$ cat src/rtl/core/tpi_pkg.sv
// ----------------------------------------------------------------------------
// tpi_pkg: trajectory point interpolator package
// types, status and action codes, table sizing
// ----------------------------------------------------------------------------
`default_nettype none
package tpi_pkg;
   localparam int MaxPoints = 64;
   localparam int IdxW = $clog2(MaxPoints);
   localparam int CntW = $clog2(MaxPoints + 1);

   typedef enum logic [1:0] {
      ACT_LOAD = 2'd0, ACT_QUERY = 2'd1, ACT_CLEAR = 2'd2, ACT_NONE = 2'd3
   } action_type;

   typedef enum logic [2:0] {
      ST_LOADED = 3'd0, ST_ANSWERED = 3'd1, ST_EMPTY = 3'd2, ST_FULL = 3'd3,
      ST_CLEARED = 3'd4
   } status_type;

   typedef struct packed {
      logic [1:0]         action;
      logic [31:0]        time_q;
      logic signed [31:0] north_in;
      logic signed [31:0] east_in;
      logic signed [31:0] down_in;
   } req_type;

   typedef struct packed {
      logic [2:0]         status;
      logic signed [31:0] pos_north;
      logic signed [31:0] pos_east;
      logic signed [31:0] pos_down;
      logic signed [31:0] vel_north;
      logic signed [31:0] vel_east;
      logic signed [31:0] vel_down;
      logic [5:0]         nearest_index;
      logic               completed;
   } rsp_type;

   typedef struct packed {
      logic        start;
      logic        neg;
      logic [65:0] num;
      logic [32:0] den;
   } div_req_type;
endpackage
`default_nettype wire

$ cat src/rtl/core/tpi_div.sv
// ----------------------------------------------------------------------------
// tpi_div: shared signed divider
// restoring radix-2 divide, one quotient bit per cycle, truncating, capped
// ----------------------------------------------------------------------------
`default_nettype none
module tpi_div (
   input  wire logic              clock,
   input  wire logic              reset,
   input  wire tpi_pkg::div_req_type dreq,
   output logic                   done,
   output logic signed [63:0]     quot
);
   import tpi_pkg::*;
   localparam logic [65:0] QuotCap = 66'h100_0000_0000;

   logic [65:0] q_ff, q_in;
   logic [32:0] r_ff, r_in;
   logic [32:0] d_ff, d_in;
   logic [6:0]  n_ff, n_in;
   logic        neg_ff, neg_in, busy_ff, busy_in, done_ff, done_in;
   logic [33:0] trial;
   logic [65:0] qc;

   always_comb begin
      q_in = q_ff; r_in = r_ff; d_in = d_ff; n_in = n_ff;
      neg_in = neg_ff; busy_in = busy_ff; done_in = 1'b0;
      trial = {r_ff, q_ff[65]} - {1'b0, d_ff};
      if (dreq.start) begin
         q_in = dreq.num; r_in = '0; d_in = dreq.den; n_in = 7'd66;
         neg_in = dreq.neg; busy_in = 1'b1;
      end else if (busy_ff) begin
         if (!trial[33]) begin
            r_in = trial[32:0];
            q_in = {q_ff[64:0], 1'b1};
         end else begin
            r_in = {r_ff[31:0], q_ff[65]};
            q_in = {q_ff[64:0], 1'b0};
         end
         n_in = n_ff - 7'd1;
         if (n_ff == 7'd1) begin
            busy_in = 1'b0; done_in = 1'b1;
         end
      end
   end

   always_ff @(posedge clock) begin
      q_ff <= q_in; r_ff <= r_in; d_ff <= d_in; n_ff <= n_in; neg_ff <= neg_in;
      if (reset) begin
         busy_ff <= 1'b0; done_ff <= 1'b0;
      end else begin
         busy_ff <= busy_in; done_ff <= done_in;
      end
   end

   assign qc   = (q_ff > QuotCap) ? QuotCap : q_ff;
   assign done = done_ff;
   assign quot = neg_ff ? -$signed({1'b0, qc[62:0]}) : $signed({1'b0, qc[62:0]});
endmodule
`default_nettype wire

$ cat config.mk
export PLATFORM = sky130hd
export DESIGN_NAME = tpi_div
export DESIGN_NICKNAME = d
export VERILOG_FILES = /design/src/rtl/core/tpi_pkg.sv /design/src/rtl/core/tpi_div.sv
export SDC_FILE = /design/constraint.sdc
export NUM_CORES = 1
export LEC_CHECK = 0
export BUFFER_PORTS_ARGS = -buffer_cell sky130_fd_sc_hd__buf_2
export CAP_MARGIN = 20
export CORE_MARGIN = 2
export CORE_UTILIZATION = 60
export DETAILED_ROUTE_END_ITERATION = 6
export PLACE_DENSITY = 0.84
export SLEW_MARGIN = 10
export SYNTH_ARGS = -nofsm -noshare
export SYNTH_HDL_FRONTEND = slang
export SYNTH_SLANG_ARGS = --single-unit
$ cat constraint.sdc
create_clock -name clock -period 5.7 [get_ports clock]
set_input_delay 0.57 -clock clock [delete_from_list [all_inputs] [get_ports clock]]
set_output_delay 0.57 -clock clock [all_outputs]
set_load 0.1 [all_outputs]
# After elaboration in Yosys (flattened, before gate mapping)
# Cells that the tools add are included.
[word_totals]
ff_bits = 142
input_bits = 103
out_inout_bits = 65
word_cells = 25
[op_classes]
addsub = 3
magnitude_cmp = 1
n_eq_ne = 1
muxes = 10
bitwise_logic = 1
reduce_logical = 2
[ops]
columns = ["op", "count"]
rows = [
  ["2-to-1 mux 66 bit", 2],
  ["greater-than comparator 66 x 41 -> 1 bit, second input constant", 1],
  ["2-to-1 mux 64 bit", 1],
  ["negator 63 -> 64 bit", 1],
  ["2-to-1 mux 63 bit", 1],
  ["subtractor 34 x 33 -> 34 bit", 1],
  ["2-to-1 mux 33 bit", 1],
  ["equality test 7 x 1 -> 1 bit, second input constant", 1],
  ["subtractor 7 x 1 -> 7 bit, second input constant", 1],
  ["2-to-1 mux 1 bit", 5],
  ["OR reduction 3 bit", 1],
  ["nonzero test 2 bit", 1],
  ["inverter 1 bit", 1],
]

# Depth between registers and ports, before layout
[logic_depth]
ltp_word = 4
ltp_mapped = 14

# Worst setup path before layout
# Ideal clock, no wire load.
[synth_timing]
path_type = "flip-flop to output port"
startpoint = "register q_ff[2]"
endpoint = "output port quot[10]"
arrival_time_ps = 5332
t_required_ps = 5130
path_slack_ps = -202
stages_incl_launch_ff = 14
path_buffers = 3
path_cell_list = "edfxtp_1 > nor4_4 > nand3b_2 > or4_4 > o31ai_2 > and2_1 > buf_2 > nand2_1 > ha_1 > clkbuf_1 > nor2_1 > nor2_1 > buf_2 > a311oi_1"
[synth_via]
elab_chain_cells = 4
[synth_lines]
columns = ["item", "line_no", "rtl"]
rows = [
  ["start, declared", "tpi_div.sv:16", "logic [65:0] q_ff, q_in;"],
  ["start signal, assigned", "tpi_div.sv:47", "q_ff <= q_in; r_ff <= r_in; d_ff <= d_in; n_ff <= n_in; neg_ff <= neg_in;"],
  ["greater-than comparator 66 x 41 -> 1 bit", "tpi_div.sv:55", "assign qc = (q_ff > QuotCap) ? QuotCap : q_ff;"],
  ["2-to-1 mux 63 bit (*)", "tpi_div.sv:55", ""],
  ["negator 63 -> 64 bit", "tpi_div.sv:57", "assign quot = neg_ff ? -$signed({1'b0, qc[62:0]}) : $signed({1'b0, qc[62:0]});"],
  ["2-to-1 mux 64 bit (*)", "tpi_div.sv:57", ""],
  ["end, declared", "tpi_div.sv:11", "output logic signed [63:0] quot"],
]
# Mark *: on every way between the ends. The rest lies on a longest branch, timed or not.

# Worst setup path in the final report
[layout_timing]
startpoint = "register q_ff[13]"
endpoint = "output port quot[26]"
# Same word-level chain as after synthesis.

==> metrics <==
status=completed; Netlist cell types=75; startpoint types=flop; worst slack, placed=1.01 ns; number of synthesized flops with an enable pin=100; Slew @ Worst Pin=0.981 ns; Crit path largest cell delay=0.65 ns; fin worst setup slack=0.484 ns; fin crit share=91.5%; worst-path cell chain=or4_1 > nor3_1 > nand2_1 > o31ai_2 > and2_1 > nand2_1 > ha_1 > and3_1 > nand3_1 > or4_1 > a21oi_1 > a311oi_1 > buf_2; RD Place Congestion=0.954; RSZ-0062 raised after global routing=no; antenna violations before repair=2; Root Buffer Master=clkbuf_16; Area Overhead vs Synth=17.4%; Synth area leaders=edfxtp_1 (33%), dfxtp_1 (9.3%), mux2_2 (7.9%); first-pass iteration count of the detailed router=5; # H-tree levels=4; switching pwr=908 µW; final HPWL from detailed placement=16,200 µm; Max VDD drop=0.000221 V; DRC Markers=0; critical path fanouts, max=11; Hold Fails Final Rpt=0; Core ar.=14,600 µm²; total number of vias=7,830; number of global-route vias before repair=7,288; initial core utilization=61.8%; Setup Buffers After CTS=0; total grt overflow=0; Post-Syn Nets=1,073; Worst Hold Class=input port to flop; Slowest cell on crit path=or4_1; Clock Skews=0.00890 ns; synthesized instance count=933; synthesized area=9010 µm²; port bufs=167; ys flop type=edfxtp_1; number of max-cap violations=0; post-synthesis sequential area ratio=42.7%; WP data required=5.13 ns; final antenna-violating net count=0; Worst-Skew Late Latency=0.42 ns; gr usage total=28.2%; wirelength, routed=22,900 µm; cell taking the most area after synthesis=edfxtp_1; Clk pin slew, worst setup/hold paths=0.06 ns; Int Power=2.17 mW; CTS tree=done; final setup fails=0; number of top-level pins=168; Reg power frac=42.1%; post-CTS sizing=0; DR vias/cell=6.12; FF+latch count, synth=142; first-pass GRT wire length=36,000 µm; Async S/R FF share, synth=0%; share of cells above drive strength 1=28.0%; synth warn=0; crit path time final=5.22 ns; Rows=44; Max clock buf depth=2; Die Ht=127 µm; pwr/cell area=291 nW/µm²; Arr. time, crit path=4.65 ns; Die Footprint=16,000 µm²; final net count=1,220; worst slew margin relative to its limit=34.6%; Routed WL per cell=17.9 µm; Crit Path Category=flop to primary output; Final Slew Violations=0; Worst Setup End Kind=primary output; pin count of the biggest net entering global routing=86; P_leak=4.38 nW; mean post-synth cell area=9.66 µm²; commonest non-fill, non-tap cells in the layout=buf_2 (166), edfxtp_1 (100), nor2_1 (85), nand2_1 (78), mux2_2 (63); Chip Width=127 µm; proportion of netlist area held by the largest area contributor=33.3%; Clk pwr share=36.8%; CTS Buf Count=17; Fmax achieved=192 MHz; TritonCTS Sinks=142; initial drt markers=826; hold buffer count at CTS=0; Comb pwr share=21.1%; sw frac=29.5%; Filler cells=1,081; Final Util=72.5%; most common cell after layout, fill and taps aside=buf_2
-- logic make-up (layout without fill, tap and decap cells) --
logic type | count (synthesis) | count (layout) | synth area share (%)
AOI/OAI and AO/OA | 230 | 230 | 17.7
other | 0 | 2 | 0
and+or+nand+nor | 312 | 312 | 17.3
xor gates and xnor gates | 45 | 45 | 4.37
buffers and inverters | 100 | 260 | 4.44
DFF | 142 | 142 | 42.7
muxes | 67 | 67 | 8.32
adders and majority gates | 37 | 37 | 5.22
-- final timing paths --
kind | start | to | slack [ns] | depth (start not counted)
setup / recovery | q_ff[13] | quot[26] | 0.48 | 13
hold reg to reg | r_ff[7] | r_ff[8] | 0.50 | 2
hold / removal | dreq[22] | d_ff[22] | 0.32 | 1
setup reg to reg | d_ff[4] | r_ff[9] | 2.19 | 10
-- cell type report --
class / instances / area [µm²] / share of cell area, %
multi-input combinational: 691 / 4770 / 45.1
sequential: 142 / 3840 / 36.3
timing repair buffer: 178 / 925 / 8.74
clock buffer: 24 / 546 / 5.16
tap: 184 / 230 / 2.18
inverter: 50 / 188 / 1.77
clock inverter: 8 / 73.8 / 0.698
antenna: 2 / 5.00 / 0.0473
-- per-layer routing --
layer  global-route usage (%)  vias up  part of all wire, %
li1                         -     3767                    -
met1                     36.6     3642                   41
met2                     47.3      369                   49
met3                     4.85       52                  6.8
met4                     10.8        0                  2.9
met5                        0        -                    0
-- synth_stat cells, types with 3 or more instances --
library cell and number:
or2_2 3, a311oi_1 29, a32oi_1 4, xnor2_1 21
nand3b_1 4, nor2_2 12, mux2_2 63, nand3_1 27
or4_4 3, xor2_1 24, ha_1 36, clkbuf_1 32
nand2b_1 11, or4_1 7, nand4_1 12, a21oi_1 51
o31ai_2 3, buf_1 3, a21o_1 15, o21ai_0 45
o211ai_1 9, o21a_1 6, nor3_1 25, a21boi_0 3
nor2b_1 4, inv_1 49, a31oi_1 22, a211o_1 3
nor2_1 85, or3_1 10, o41ai_1 3, and2_1 5
nor4_1 8, edfxtp_1 100, a211oi_1 6, buf_2 14
and3_1 7, o31a_1 5, mux2i_1 4, dfxtp_1 42
nand2_1 78
-- power groups by stage --
| stage | Sequential, mW | Combinational [mW] | Clock, mW |
|---|---|---|---|
| 2_1_floorplan | 1.29 | 0.500 | 0 |
| 3_3_place_gp | 1.31 | 0.625 | 0 |
| 3_5_place_dp | 1.31 | 0.634 | 0 |
| 4_1_cts | 1.29 | 0.642 | 1.15 |
| 5_1_grt | 1.31 | 0.706 | 1.19 |
| 6_report | 1.30 | 0.649 | 1.13 |
-- stage by stage --
stage	hold WS [ns]	area [µm²]	instances	TNS [ns]	total power, mW
after floorplan	0.453	9010	933	-1.29	1.79
after global placement	0.473	9940	1244	0	1.93
after detailed placement	0.488	9940	1244	0	1.95
after CTS	0.310	10600	1276	0	3.08
after global routing	0.309	10600	1279	0	3.20
final	0.321	10600	1279	0	3.08
-- registers in the layout (all words and copies together), names as in the netlist --
| name | cells |
|---|---|
| neg_ff | 1 |
| done | 1 |
| busy_ff | 1 |
| r_ff | 33 |
| n_ff | 7 |
| q_ff | 66 |
| d_ff | 33 |
-- critical path, delay by kind of cell, from the launching register on --
| kind | cells | cell delay (ns) |
|---|---|---|
| simple gates | 8 | 2.09 |
| compound gates | 3 | 0.83 |
| buf+inv | 1 | 0.52 |
| flops | 1 | 0.45 |
| fa+ha+maj | 1 | 0.33 |
Note: power is estimated with default switching activity, not from simulation.
